<file path="src/design/ttp_pkg.sv">
// ttp_pkg: widths, constants and the divider cell payload for the triangle tangent packer
// no dependencies; used by the channel interfaces and every module of the block
`default_nettype none

package ttp_pkg;

   localparam int UV_CODE_BITS      = 14;
   localparam int TANGENT_CODE_BITS = 10;
   localparam int FRAC_BITS         = TANGENT_CODE_BITS - 1;
   localparam int CODE_MAX          = (1 << FRAC_BITS) - 1;
   localparam int CODE_HALF         = 1 << (FRAC_BITS - 1);
   // floor(11/20 * 2^frac), z of the default tangent
   localparam int CODE_Z_DEFAULT    = (11 * (1 << FRAC_BITS)) / 20;

   localparam int POS_W        = 32;
   localparam int UV_W         = 30;
   localparam int V_LSB        = 16;
   localparam int OUT_W        = 30;
   localparam int FIELD_STRIDE = 10;

   localparam int DP_W   = POS_W + 1;
   localparam int DIFF_W = UV_CODE_BITS + 1;
   localparam int PROD_W = DP_W + DIFF_W;
   localparam int N_W    = PROD_W + 1;
   localparam int DET_W  = 2 * UV_CODE_BITS + 2;
   localparam int MAG_W  = DET_W - 1;
   // scale 13107200 = 25 * 2^19
   localparam int M_SHIFT = 19;
   localparam int M_W     = MAG_W + 5 + M_SHIFT;
   localparam int DEN_W   = M_W + 1;
   localparam int S_W     = N_W + UV_CODE_BITS;
   localparam int CMP_W   = ((S_W > DEN_W) ? S_W : DEN_W) + 1;

   // |d| > 1e-6 is |D| * 4e8 > 2^(2*uv bits)
   localparam longint DEGEN_LIMIT = (longint'(1) << (2 * UV_CODE_BITS)) / 64'd400000000;

   localparam logic [OUT_W-1:0] DEFAULT_WORD = {
      FIELD_STRIDE'(CODE_Z_DEFAULT), FIELD_STRIDE'(CODE_HALF), FIELD_STRIDE'(CODE_HALF)};

   typedef struct packed {
      logic [2:0][DEN_W-1:0]     rem;
      logic [2:0][FRAC_BITS-1:0] quo;
      logic [DEN_W-1:0]          den;
      logic [2:0]                sat_hi;
      logic [2:0]                sat_lo;
      logic                      degen;
   } cell_data_type;

endpackage

`default_nettype wire

</file>
<file path="src/design/ttp_div_cell.sv">
// ttp_div_cell: one restoring-division step, one quotient bit for each of the three components
// depends on ttp_pkg; cells are chained in the top level
`default_nettype none

module ttp_div_cell (
   input  wire logic                   clock,
   input  wire logic                   reset,
   input  wire logic                   in_valid,
   input  wire ttp_pkg::cell_data_type in_data,
   output logic                        in_ready,
   output logic                        out_valid,
   output ttp_pkg::cell_data_type      out_data,
   input  wire logic                   out_ready
);

   localparam int DEN_W = ttp_pkg::DEN_W;
   localparam int FB    = ttp_pkg::FRAC_BITS;

   logic                   valid_ff, valid_in, take;
   ttp_pkg::cell_data_type data_ff, data_in;

   assign take     = !valid_ff || out_ready;
   assign in_ready = take;
   assign valid_in = take ? in_valid : valid_ff;

   always_comb begin
      logic [DEN_W:0] sh, dn;
      logic           bit_q;
      data_in = in_data;
      dn = {1'b0, in_data.den};
      for (int k = 0; k < 3; k++) begin
         sh    = {in_data.rem[k], 1'b0};
         bit_q = (sh >= dn);
         if (bit_q) begin
            sh = sh - dn;
         end
         data_in.rem[k] = sh[DEN_W-1:0];
         data_in.quo[k] = {in_data.quo[k][FB-2:0], bit_q};
      end
   end

   always_ff @(posedge clock) begin
      if (reset) begin
         valid_ff <= 1'b0;
      end else begin
         valid_ff <= valid_in;
      end
   end

   always_ff @(posedge clock) begin
      if (take) begin
         data_ff <= data_in;
      end
   end

   assign out_valid = valid_ff;
   assign out_data  = data_ff;

endmodule

`default_nettype wire

</file>
<file path="config.mk">
export PLATFORM = sky130hd
export DESIGN_NAME = ttp_div_cell
export DESIGN_NICKNAME = d
export VERILOG_FILES = /design/src/design/ttp_pkg.sv /design/src/design/ttp_div_cell.sv
export SDC_FILE = /design/constraint.sdc
export NUM_CORES = 1
export LEC_CHECK = 0
export BUFFER_PORTS_ARGS = -buffer_cell sky130_fd_sc_hd__buf_4
export CAP_MARGIN = 30
export CORE_MARGIN = 4
export CORE_UTILIZATION = 49
export DETAILED_ROUTE_END_ITERATION = 10
export HOLD_SLACK_MARGIN = 0.08
export PLACE_DENSITY = 0.83
export SKIP_CTS_REPAIR_TIMING = 1
export SLEW_MARGIN = 0
export SYNTH_ARGS = -nofsm -noshare
export SYNTH_HDL_FRONTEND = slang
export SYNTH_SLANG_ARGS = --single-unit
</file>
<file path="constraint.sdc">
create_clock -name clock -period 9.49 [get_ports clock]
set_input_delay 1.898 -clock clock [delete_from_list [all_inputs] [get_ports clock]]
set_output_delay 1.898 -clock clock [all_outputs]
set_load 0.01 [all_outputs]
</file>
* Yosys cells after proc, flatten, opt, wreduce, memory -nomap -nowiden
Cells that the tools add are included.
** Storage, ports and cells
- Flip-flop bits (word level) :: 251
- Input bits :: 254
- Output and inout bits :: 252
- Word-level logic and storage cells :: 25
** Operators by class
- $add $sub $neg :: 3
- $lt $le $gt $ge :: 3
- Reduce and logical (&&, ||, !) cells :: 2
- Mux-type cells :: 3
** Operators with widths (count)
- $ge A55 B54 Y1 :: 3
- $mux W54 :: 3
- $sub A54 B54 Y54 :: 3
- $logic_not A1 Y1 :: 1
- $logic_or A1 B1 Y1 :: 1

* Depth between registers and ports, before layout
Gate-level depths: netlist of run 1.
- Depth in word-level cells :: 2
- Mapped depth :: 16

* Least setup slack after synthesis of run 1
Ideal clock, no wire load.
- Path kind :: input to output
- Start point :: input out_ready
- End point :: output in_ready
- Path buffers :: 0
- Stages on the path :: 1
- Data required time :: 7592 ps
- Arrival :: 7969 ps
- Setup slack :: -377 ps
- Cells stage by stage :: nand2b_1
** Between the ends
- Longest elaborated chain between the ends :: 1
** Ends and longest elaborated chain
- start: declaration :: line ttp_div_cell.sv:13 : input wire logic out_ready
- $logic_or A1 B1 Y1 :: line ttp_div_cell.sv:22 : assign take = !valid_ff || out_ready;
- end: declaration :: line ttp_div_cell.sv:10 : output logic in_ready,
Every way passes these cells.

==> flow_metrics.py, run 1 <==
metrics = {
    "timing": {
        "tightestPinTransition_ns": 0.968,
        "maxSlewHeadroom_pct": 34.9,
        "period_needed_ns": 5.70,
        "layout_setup_ws_ns": 3.79,
        "setup_viol": 0,
        "hold_violations": 0,
        "fin_crit_sh_pct": 60.1,
        "tns_ns": 0,
        "timing.fmax_ghz": 0.175,
        "skew_ns": 0.00843,
        "drv_slew": 0,
        "rsz0062_at_grt": "no",
    },
    "pwr": {
        "pwr-share-seq_pct": 37.7,
        "combPwrFrac_pct": 34.0,
        "power.share.clock_pct": 28.3,
        "leakage_nw": 10.5,
        "p_sw_share_pct": 32.6,
        "p_per_area_mw_per_mm2": 168,
        "intPower_w": 0.00269,
        "vdd_drop_max_uv": 125,
        "p_sw_w": 0.00130,
    },
    "synth": {
        "yosys.area.top_type": "edfxtp_1",
        "ys_seq_elements": 251,
        "synth.top_cell.area_share_pct": 40.1,
        "synth_cells": 2014,
        "synthesis.nets": 2433,
        "async_reset_ff_share_pct": 0,
        "netlist_area_sq_mm": 0.0187,
        "synth_flop_cell": "edfxtp_1",
        "ys_top_cells_by_area": "edfxtp_1, ha_1, a21oi_1",
        "yosysWarningCount": 0,
        "syn_avg_cell_area_sq_um": 9.30,
        "synth_seq_area_share_pct": 40.2,
        "yosys.cell_count.top_type": "edfxtp_1",
        "netlist_top_cells_count": "edfxtp_1, nand2_1, a21oi_1",
        "synth_edf_count": 250,
        "synth_cell_types": 71,
    },
    "floorplanning": {
        "dieArea_sq_mm": 0.0414,
        "coreArea_sq_mm": 0.0377,
        "io_pins": 506,
        "die_w_microns": 204,
        "die_height_microns": 204,
        "initial_core_util_pct": 49.7,
        "placementRows": 71,
    },
    "clock_network": {
        "clock_sinks": 251,
        "numCtsBuffers": 30,
        "clk_pin_slew_ns": 0.06,
        "cts_buffer_depth": 3,
        "cts_tree": "built",
        "cts_max_level": 1,
        "ctsRootBufferMaster": "clkbuf_16",
        "clock_latency_ns": 0.58,
    },
    "global_route": {
        "grt_pass1_wl_microns": 99400,
        "grt_remaining_overflow": 0,
        "grt.total_usage_pct": 30.6,
        "grt_max_degree": 158,
        "grt_pass1_vias": 17333,
        "antenna_found_initial": 11,
    },
    "route": {
        "routed_wl_microns": 67000,
        "drt_iter0_markers": 1484,
        "viasPerCell": 5.95,
        "ant_nets": 0,
        "drtPass1Iterations": 5,
        "route.detailed.drc": 0,
        "vias": 17875,
        "wl_per_cell_microns": 22.3,
    },
    "final_layout": {
        "syn2layout_area_growth_pct": 27.2,
        "drive_above_1_share_pct": 23.8,
        "fin_nets": 2883,
    },
    "setup_path": {
        "criticalPathCategory": "input port to flop",
        "required_ns": 9.81,
        "cp_slowest_cell": "nor4_1",
        "cp-end-kind": "flop",
        "worstSetupStartpointType": "input port",
        "crit_chain": "buf_4 > inv_1 > ha_1 > nand4_1 > nor4_1 > nand4_1 > or3_1 > a21oi_1 > o31ai_1 > o311ai_1 > nor2_4 > buf_4 > inv_2 > mux2_2",
        "arrival_ns": 6.03,
        "slowest_delay_ns": 0.89,
        "cp_max_fo": 95,
    },
    "place": {
        "place_hpwl_microns": 53400,
        "io_buffers": 502,
        "gp_congestion": 0.948,
        "post-place-ws_ns": 3.30,
    },
    "run_status": {
        "status": "finished clean",
    },
    "job": {
        "max-cap-violations": 0,
    },
    "worst_hold_path": {
        "hp-class": "flop to flop",
    },
}
[state kept, by name, indices dropped and copies added (netlist names)]
name       count
out_data     250
out_valid      1
[stage by stage]
stage               instance area, sq um  total power [W]  std cells  hold slack, ns  utilization [%]
floorplan                          18700          0.00228       2014            1.97                -
global placement                   22800          0.00283       2942           0.986             60.6
detailed placement                 22900          0.00285       2943            1.01             60.7
CTS                                23800          0.00399       2996            1.02             63.2
global route                       23800          0.00418       3006            1.08             63.3
finish                             23800          0.00399       3006            1.01             63.3
[metal layers]
| metal | part of all wire [%] | vias up | global-route usage, % |
|---|---|---|---|
| li1 | - | 8394 | - |
| met1 | 40 | 8448 | 39.7 |
| met2 | 46 | 895 | 50.5 |
| met5 | 0.019 | - | 0 |
| met3 | 9.6 | 136 | 6.42 |
| met4 | 4.1 | 2 | 12.2 |
[final cells by class]
type,instances,area (sq um)
Inverter,97,364
Fill cell,3197,13800
Timing Repair Buffer,509,3850
Clock buffer,39,806
Clock inverter,14,130
Sequential cell,251,7530
Antenna cell,10,25.0
Tap cell,511,639
Multi-Input combinational cell,1575,10500
[power groups by stage]
| stage | Clock, W | Sequential [W] | Combinational (W) |
|---|---|---|---|
| 2_1_floorplan | 0 | 0.00161 | 0.000669 |
| 3_3_place_gp | 0 | 0.00152 | 0.00131 |
| 3_5_place_dp | 0 | 0.00152 | 0.00133 |
| 4_1_cts | 0.00114 | 0.00150 | 0.00134 |
| 5_1_grt | 0.00119 | 0.00152 | 0.00147 |
| 6_report | 0.00113 | 0.00150 | 0.00136 |
[path summary, 6_finish.rpt]
kind                    start             to  slack (ns)  depth (start not counted)
hold / removal      out_valid  out_data[111]        1.01                          1
setup reg to reg    out_valid  out_data[239]        6.72                          3
hold reg to reg     out_valid  out_data[111]        1.01                          1
setup / recovery  in_data[48]  out_data[236]        3.79                         14
[cell families (layout without fill, tap and decap cells)]
group,Yosys count,count (layout),share of synthesized area [%]
AO/OA/AOI/OAI,680,680,22.5
XOR/XNOR,147,147,6.87
adder cells (fa/ha/maj),165,165,11.1
buffers and inverters,188,659,4.00
flip-flops,251,251,40.2
multiplexers,22,22,1.31
other,0,10,0
AND/OR/NAND/NOR,561,561,14.0
[critical path, delay by kind of cell]
family                   cells  cell delay, ns
multiplexers                 1            0.33
adder cells (fa/ha/maj)      1            0.48
AND/OR/NAND/NOR              5            2.09
AO/OA/AOI/OAI                3            0.43
buffers and inverters        4            0.75
[cells in the final DEF, fill, tap and decap left out, drive strengths merged, types with 7 or more instances in the layout]
master    n
a211oi   13
a21boi    7
a21o     90
a21oi   212
a31oi    21
and2     12
and3     19
and4     12
buf     509
clkbuf   39
clkinv    9
diode    10
edfxtp  250
ha      162
inv      97
mux2     20
nand2   224
nand2b   12
nand3    33
nand4    49
nor2    126
nor2b    21
nor3     20
nor4      9
o211ai    7
o21a     22
o21ai   188
o21bai   34
o31ai    19
or2       7
or3       7
xnor2    96
xor2     51
Power figures use the tool's default switching activity.
==> inputs of run 2 (changes only) <==
- clock period: 9.49 -> 4.98 ns (I/O delays scaled with it)
==> run 2 against run 1 <==
Compared with the run above: critical path depth down 1; highest routed layer unchanged; global-route usage is 0.19 points lower; worst hold slack lost 0.43 ns; routed wire length rose by 0.22%; power rose by 93%.
==> flow_metrics.py, run 2 (synthesized netlist as in run 1, its figures left out) <==
metrics = {
    "run_status": {
        "status": "finished clean",
    },
    "clock_network": {
        "cts_buffer_depth": 3,
        "cts_tree": "built",
        "clk_pin_slew_ns": 0.06,
        "clock_sinks": 251,
        "numCtsBuffers": 30,
        "ctsRootBufferMaster": "clkbuf_16",
        "cts_max_level": 1,
        "clock_latency_ns": 0.57,
    },
    "place": {
        "place_hpwl_microns": 54700,
        "io_buffers": 502,
        "gp_congestion": 0.935,
    },
    "worst_hold_path": {
        "min_from": "reset",
        "hp-class": "input port to flop",
    },
    "setup_path": {
        "cp_max_fo": 6,
        "criticalPathCategory": "input port to flop",
        "cp-end-kind": "flop",
        "setup.worst_path.start": "in_data[8]",
        "required_ns": 5.30,
        "arrival_ns": 4.65,
        "worstSetupStartpointType": "input port",
        "r2r-start": "out_valid",
    },
    "final_layout": {
        "final-seq-area_sq_mm": 0.00753,
        "final_common_cell": "buf_4",
        "post-route-util_pct": 64.1,
        "fin_nets": 2912,
        "syn2layout_area_growth_pct": 28.8,
        "layout_common_cells": "buf_4, edfxtp_1, nand2_1",
        "multi_input_area_sq_mm": 0.0105,
        "largest_register_ffs": 250,
        "drive_above_1_share_pct": 25.0,
        "n_fill_cell": 3129,
    },
    "pwr": {
        "vdd_drop_max_uv": 263,
        "leakage_nw": 10.7,
        "p_per_area_mw_per_mm2": 320,
        "total_power_w": 0.00771,
    },
    "timing": {
        "rsz0062_at_grt": "no",
        "tns_ns": 0,
        "skew_ns": 0.00802,
        "maxSlewHeadroom_pct": 26.1,
        "fin_crit_sh_pct": 87.0,
        "drv_slew": 0,
        "period_needed_ns": 4.33,
        "hold_violations": 0,
        "setup_viol": 0,
        "timing.fmax_ghz": 0.231,
        "tightestPinTransition_ns": 1.11,
    },
    "global_route": {
        "grt.total_usage_pct": 30.4,
        "grt_max_degree": 170,
        "antenna_found_initial": 5,
        "grt_pass1_vias": 17225,
        "grt_pass1_wl_microns": 98900,
        "grt_remaining_overflow": 0,
    },
    "route": {
        "viasPerCell": 5.89,
        "routed_wl_microns": 67200,
        "ant_nets": 0,
        "route.detailed.drc": 0,
        "vias": 17854,
        "wl_per_cell_microns": 22.1,
        "drtPass1Iterations": 6,
        "drt_iter0_markers": 1312,
    },
    "floorplanning": {
        "dieArea_sq_mm": 0.0414,
        "io_pins": 506,
        "die_height_microns": 204,
        "initial_core_util_pct": 49.7,
        "die_w_microns": 204,
        "placementRows": 71,
        "coreArea_sq_mm": 0.0377,
    },
    "job": {
        "max-cap-violations": 0,
    },
}
## run 2: final cells by class
type	instances	share of cell area, %
multi-input combinational	1575	43.4
sequential	251	31.2
timing repair buffer	538	17.0
clock buffer	35	3.28
tap	511	2.65
inverter	97	1.51
clock inverter	21	0.892
antenna	5	0.0519
## run 2: where the power goes
group / leakage (nW) / switching [W] / internal, W
Clock: 0.474 / 0.000925 / 0.00130
Sequential: 2.61 / 0.000121 / 0.00274
Combinational: 7.58 / 0.00145 / 0.00117
## run 2: through the flow
step | instances | hold WS, ns | cell area (sq um) | worst slack (ns)
2_1_floorplan | 2014 | 1.07 | 18700 | 0.893
5_1_grt | 3032 | 0.571 | 24100 | 0.518
3_5_place_dp | 2972 | 0.794 | 23100 | 0.145
4_1_cts | 3028 | 0.563 | 24100 | 0.746
6_report | 3033 | 0.583 | 24100 | 0.647
3_3_place_gp | 2972 | 0.772 | 23100 | 0.270
## run 2: per-layer routing
| metal | GRT usage, % | part of all wire, % | wire, microns |
|---|---|---|---|
| met1 | 41.3 | 42 | 27900 |
| met3 | 4.40 | 8.0 | 5390 |
| met5 | 0 | 0.019 | 13 |
| met4 | 11.4 | 4.0 | 2710 |
| met2 | 49.9 | 46 | 31200 |
## run 2: worst paths after layout
check,end,slack [ns],cells past startpoint
max,out_data[140],0.65,13
min reg2reg,out_valid,0.81,2
max reg2reg,out_data[202],3.02,3
min,out_valid,0.58,2
## run 2: worst max-delay path, cell delays in order
cell and delay, ns:
buf_4 0.09, inv_1 0.18, fa_1 0.51, a211oi_1 0.27, nor2_1 0.12, o311ai_0 0.54, and4b_1 0.40, o31ai_1 0.11
a31o_2 0.29, a311oi_1 0.47, o21ai_0 0.22, xor2_1 0.18, mux2_2 0.27
